===== config.mk =====
export PLATFORM = sky130hd
export DESIGN_NAME = wcst_anchor
export DESIGN_NICKNAME = d
export VERILOG_FILES = /design/src/sv/wcst_pkg.sv /design/src/sv/wcst_anchor.sv
export SDC_FILE = /design/constraint.sdc
export NUM_CORES = 1
export LEC_CHECK = 0
export ABC_AREA = 1
export BUFFER_PORTS_ARGS = -buffer_cell sky130_fd_sc_hd__buf_4
export CAP_MARGIN = 30
export CELL_PAD_IN_SITES_DETAIL_PLACEMENT = 1
export CELL_PAD_IN_SITES_GLOBAL_PLACEMENT = 1
export CORE_UTILIZATION = 37
export DETAILED_ROUTE_END_ITERATION = 8
export PLACE_DENSITY_LB_ADDON = 0.08
export SYNTH_ARGS = -nofsm -noshare
export SYNTH_HDL_FRONTEND = slang
export SYNTH_SLANG_ARGS = --single-unit

===== constraint.sdc =====
create_clock -name aclk -period 12.9 [get_ports aclk]
set_input_delay 2.58 -clock aclk [delete_from_list [all_inputs] [get_ports aclk]]
set_output_delay 2.58 -clock aclk [all_outputs]
set_load 0.01 [all_outputs]

===== src/sv/wcst_pkg.sv =====
`timescale 1ns / 1ps

package wcst_pkg;

    // accepted window for wall-clock seconds, 2021-01-01 .. 2100-01-01
    localparam logic [32:0] TIME_LOW  = 33'd1609459200;
    localparam logic [32:0] TIME_HIGH = 33'd4102444800;

    // configuration limits
    localparam logic [19:0] AGE_LOW  = 20'd60;
    localparam logic [19:0] AGE_HIGH = 20'd604800;
    localparam logic [8:0]  TOL_HIGH = 9'd300;
    localparam logic [29:0] AGEK_RESET = 30'd3600000;
    localparam logic [18:0] TOLK_RESET = 19'd1000;

    // register indexes on the configuration port
    localparam int CFG_IDX_W = 1;
    localparam logic [CFG_IDX_W-1:0] CFG_MAX_AGE  = 1'b0;
    localparam logic [CFG_IDX_W-1:0] CFG_BACK_TOL = 1'b1;

    // input function codes
    localparam logic FUNC_SYNC  = 1'b0;
    localparam logic FUNC_QUERY = 1'b1;

    // widths of the millisecond-scaled quantities
    localparam int CANDK_W = 43;
    localparam int KA_W    = 42;
    localparam int CMP_W   = 44;
    localparam int AGEK_W  = 30;
    localparam int TOLK_W  = 19;
    localparam int CT_W    = 32;
    localparam int AGE_W   = 39;

    // (TIME_HIGH + 1) * 1000: elapsed ms must stay below limit = this - anchor*1000
    localparam logic [KA_W-1:0] LIMIT_K = 42'd4102444801000;

    // el / 1000 = (el >> 3) / 125, done as floor(x * DIV_M / 2^DIV_SHIFT)
    localparam int DIV_X_W  = 39;
    localparam int DIV_LO_W = 20;
    localparam int DIV_HI_W = DIV_X_W - DIV_LO_W;
    localparam int DIV_M_W  = 40;
    localparam int DIV_SHIFT = 46;
    localparam logic [DIV_M_W-1:0] DIV_M = 40'd562949953422;

    typedef struct packed {
        logic            accepted;
        logic            est_ok;
        logic            fresh;
        logic [CT_W-1:0] anchor_time;
    } wcst_ctl_t;

    function automatic logic [CANDK_W-1:0] mul1000(input logic [32:0] x);
        logic [CANDK_W-1:0] xe;
        xe = CANDK_W'(x);
        return (xe << 10) - (xe << 4) - (xe << 3);
    endfunction

endpackage


===== src/sv/wcst_anchor.sv =====
`timescale 1ns / 1ps

module wcst_anchor #(
    parameter int MS_WIDTH = 48
) (
    input  logic                            aclk,
    input  logic                            aresetn,
    input  logic                            en,
    input  logic                            func,
    input  logic [32:0]                     cand,
    input  logic [wcst_pkg::CANDK_W-1:0]    cand_k,
    input  logic [MS_WIDTH-1:0]             ms,
    input  logic [wcst_pkg::AGEK_W-1:0]     agek,
    input  logic [wcst_pkg::TOLK_W-1:0]     tolk,
    output wcst_pkg::wcst_ctl_t             ctl,
    output logic [wcst_pkg::DIV_X_W-1:0]    div_x
);

    localparam int EXT_W = (MS_WIDTH > wcst_pkg::CMP_W) ? MS_WIDTH : wcst_pkg::CMP_W;

    logic                          synced_reg;
    logic [wcst_pkg::CT_W-1:0]     anchor_time_reg;
    logic [MS_WIDTH-1:0]           anchor_ms_reg;
    logic [wcst_pkg::KA_W-1:0]     ka_reg;
    logic [wcst_pkg::KA_W-1:0]     limit_reg;
    wcst_pkg::wcst_ctl_t           ctl_reg;
    logic [wcst_pkg::DIV_X_W-1:0]  div_x_reg;

    logic [MS_WIDTH-1:0]       el;
    logic [EXT_W-1:0]          el_ext;
    logic                      behind_anchor;
    logic                      est_ok;
    logic                      fresh;
    logic [wcst_pkg::CMP_W-1:0] back_lhs;
    logic [wcst_pkg::CMP_W-1:0] back_rhs;
    logic                      too_far;
    logic                      cand_ok;
    logic                      take;

    always_comb begin
        el            = ms - anchor_ms_reg;
        el_ext        = EXT_W'(el);
        behind_anchor = ms < anchor_ms_reg;
        est_ok  = synced_reg && !behind_anchor && (el_ext < EXT_W'(limit_reg));
        fresh   = est_ok && (el_ext <= EXT_W'(agek));
        // estimate > cand + tol  <=>  el + anchor*1000 >= (cand + tol + 1) * 1000
        back_lhs = el_ext[wcst_pkg::CMP_W-1:0] + wcst_pkg::CMP_W'(ka_reg);
        back_rhs = wcst_pkg::CMP_W'(cand_k) + wcst_pkg::CMP_W'(tolk);
        too_far  = back_lhs >= back_rhs;
        cand_ok  = (cand >= wcst_pkg::TIME_LOW) && (cand <= wcst_pkg::TIME_HIGH);
        take     = (func == wcst_pkg::FUNC_SYNC) && cand_ok &&
                   (!synced_reg || (est_ok && !too_far));
    end

    always_ff @(posedge aclk) begin
        if (!aresetn) begin
            synced_reg <= 1'b0;
        end else if (en && take) begin
            synced_reg <= 1'b1;
        end
    end

    always_ff @(posedge aclk) begin
        if (en) begin
            if (take) begin
                anchor_time_reg <= cand[wcst_pkg::CT_W-1:0];
                anchor_ms_reg   <= ms;
                ka_reg          <= cand_k[wcst_pkg::KA_W-1:0];
                limit_reg       <= wcst_pkg::LIMIT_K - cand_k[wcst_pkg::KA_W-1:0];
            end
            ctl_reg.accepted    <= take;
            ctl_reg.est_ok      <= (func == wcst_pkg::FUNC_QUERY) && est_ok;
            ctl_reg.fresh       <= (func == wcst_pkg::FUNC_QUERY) && fresh;
            ctl_reg.anchor_time <= anchor_time_reg;
            div_x_reg           <= el_ext[wcst_pkg::DIV_X_W+2:3];
        end
    end

    assign ctl   = ctl_reg;
    assign div_x = div_x_reg;

endmodule


==> results.cfg <==
[clock_tree]
cts_max_path_buffers = 3
insertion_delay_ps = 590
cts.reportedPaths.clkPinSlew_ps = 60
htree_levels = 1
tritoncts_num_sinks = 238
holdBufCountCts = 0
cts_tree = done
post_cts.repair.setup_buffers = 0
clk_root_buf = sky130_fd_sc_hd__clkbuf_16
post_cts_resized = 0
clock_buffers_created_by_tritoncts = 28

[floorplan]
fp.dieW_um = 232
floorplan.core_area_um2 = 51800
fp-row-count = 83
die_y_um = 232
die_area_um2 = 53800
starting_density_pct = 37.8
count_of_pins_on_the_block_boundary = 251

[routing]
routed_wl_mm = 69.8
vias_per_std_cell = 5.12
detailedRoute.firstIterationViolations = 933
drcViolationCount = 0
detailroute.via_count = 17400
routed_wire_length_per_instance_um = 20.5
postRouteAntennaNets = 0
firstDrtPassIters = 5

[synth]
mux_share_of_post_synthesis_cell_area_pct = 0
synth_fa_ha_area_share_pct = 15.1
yosysTopAreaCell = sky130_fd_sc_hd__edfxtp_1
synth_compound_gate_area_share_pct = 11.5
postSynth.asyncResetShare_pct = 0
synth_area_leaders = sky130_fd_sc_hd__edfxtp_1 (36%), sky130_fd_sc_hd__ha_1 (15%), sky130_fd_sc_hd__nand2_1 (10%)
number_of_synthesized_register_bits = 238
synth.yosys.warnings = 0
synth_top_cell_area_share_pct = 36.4
yosys.area_share.simple_pct = 21.1
synthesis.area_um2 = 19600
yosys.area_share.xor_xnor_pct = 6.89
dominantRegCellSynth = sky130_fd_sc_hd__edfxtp_1
syn-instance-count = 2423
synth_seq_area_share_pct = 36.5
mappedNetlistNets = 2835
synth_area_per_cell_um2 = 8.08
netlist-cell-type-count = 56
dominant_combinational_cell_family_by_area_after_synthesis = simple AND/OR/NAND/NOR gates
synth_edf_count = 237

[global_route]
gr-total-overflow = 0
track_usage_pct = 25.8
via_count_of_the_first_global_routing_pass = 18500
wire_length_of_the_first_global_routing_pass_mm = 106
grt_start_max_net_pins = 99
number_of_antenna_violations_at_the_first_check_in_global_routing = 1

[sta]
timing.final.crit_period_ps = 9270
finalSetupViolCount = 0
clock_skew_ps = 28.5
slew_headroom_pct = 40.8
rsz0062_at_grt = false
fin_tns_setup_ps = 0
report.final.slew_viol_count = 0
max_slew.worst_pin.slew_ps = 879
fmaxAchievable_mhz = 108
report.final.hold_viol_count = 0
layout_worst_path_cycle_share_pct = 71.9
finalHoldWorstSlack_ps = 417

[critical_path]
critical_path.endpoint_type = flip-flop
worst-setup-path-type = in -> reg
critical_path.reg2reg.startpoint = anchor_ms_reg[0]$_DFFE_PP_
worst_setup_path_startpoint = ms[0]
crit_slowest_cell = sky130_fd_sc_hd__inv_6
timing.critical_path.slowest_cell_delay_ps = 510
crit_fanout = 98
worstSetupStartpointType = primary input
critPathRequiredTime_ps = 13100
crit_arrival_ps = 9480
timing.critical_path.mode_cell = sky130_fd_sc_hd__inv_1

[job]
max-cap-violations = 0

[placed_design]
gp_congestion = 0.926
port_buffers = 250
detailed_place_hpwl_mm = 59.5

[finish]
largest_reg_flops = 48
drive_gt1_share_pct = 14.6
synthToLayoutAreaGrowth_pct = 18.8
final_net_count = 3115

[run_status]
outcome = complete, no violations

[pwr]
leakage_uw = 0.0109
power.density_nw_per_um2 = 114
vdd_drop_max_uv = 105

[worst_hold_path]
timing.hold.worst.start = anchor_time_reg[26]$_DFFE_PP_
min-delay-path-class = reg -> reg
## path summary, 6_finish.rpt
kind / cells past startpoint / to / slack, ps
hold / removal: 0 / ctl[26]$_DFFE_PP_ / 420
setup / recovery: 38 / limit_reg[4]$_DFFE_PP_ / 3630
setup reg to reg: 36 / limit_reg[4]$_DFFE_PP_ / 5340
hold reg to reg: 0 / ctl[26]$_DFFE_PP_ / 420
## where the power goes
part / switching, µW / internal [µW]
Clock: 337 / 460
Combinational: 600 / 339
Sequential: 14.1 / 897
## layout make-up
cell class / instances / area (µm²)
clock buffer: 33 / 719
multi-input combinational: 1723 / 10700
antenna: 1 / 2.50
timing repair buffer: 257 / 1940
clock inverter: 19 / 194
fill: 6276 / 28600
sequential: 238 / 7140
inverter: 455 / 1710
tap: 680 / 851
## metrics by stage
| stage | area (µm²) | power, µW | utilization [%] | std cells | worst slack [ps] |
|---|---|---|---|---|---|
| after floorplan | 19600 | 1510 | - | 2423 | 2310 |
| after global placement | 22300 | 1830 | 43.1 | 3353 | 3180 |
| after detailed placement | 22300 | 1860 | 43.1 | 3353 | 2910 |
| after CTS | 23200 | 2670 | 44.9 | 3405 | 3540 |
| after global routing | 23200 | 2800 | 44.9 | 3406 | 2950 |
| final | 23200 | 2650 | 44.9 | 3406 | 3630 |
## synthesized netlist by cell type (19+ instances only)
cell type / number
sky130_fd_sc_hd__nand2_2: 26
sky130_fd_sc_hd__a21oi_1: 200
sky130_fd_sc_hd__ha_1: 232
sky130_fd_sc_hd__inv_1: 443
sky130_fd_sc_hd__nand2_1: 524
sky130_fd_sc_hd__edfxtp_1: 237
sky130_fd_sc_hd__nor2_1: 181
sky130_fd_sc_hd__o21ai_0: 76
sky130_fd_sc_hd__nor3_1: 37
sky130_fd_sc_hd__nand4_1: 42
sky130_fd_sc_hd__xnor2_1: 49
sky130_fd_sc_hd__nor4_1: 19
sky130_fd_sc_hd__nand3_1: 76
sky130_fd_sc_hd__xor2_1: 105
## cells in the final DEF, fill, tap and decap left out, drive strengths merged, types with 3 or more instances in the layout
| cell | count |
|---|---|
| clkbuf | 33 |
| inv | 456 |
| xnor2 | 49 |
| edfxtp | 237 |
| buf | 257 |
| nor3 | 42 |
| bufinv | 3 |
| a21oi | 211 |
| nor2 | 203 |
| nand2 | 550 |
| o221ai | 7 |
| o211ai | 6 |
| nand4 | 44 |
| a21o | 6 |
| nand3 | 82 |
| a211oi | 3 |
| o21a | 14 |
| clkinv | 15 |
| o21bai | 14 |
| xor2 | 105 |
| nor4 | 20 |
| fa | 3 |
| ha | 232 |
| o21ai | 95 |
| a31oi | 16 |
## metal layers
metal	part of all wire, %	GRT usage [%]	vias up	wire (µm)
li1	-	-	8627	-
met1	46	34.7	8413	32400
met2	47	43.6	311	32800
met3	3.3	2.00	89	2330
met4	3.1	8.55	0	2160
met5	0	0	-	0
## kinds of logic (layout without fill, tap and decap cells)
group,Yosys count,count (layout)
DFF,238,238
and+or+nand+nor,948,948
other,0,1
buffers and inverters,462,764
AOI/OAI and AO/OA,386,386
xor gates and xnor gates,154,154
adders and majority gates,235,235
## critical path: cells and delay by family
kind,cells,cell delay (ps)
compound gates,9,1680
xor+xnor,2,660
fa+ha+maj,4,1270
buf+inv,9,1410
simple gates,14,1600
(Power assumes the default switching activity.)
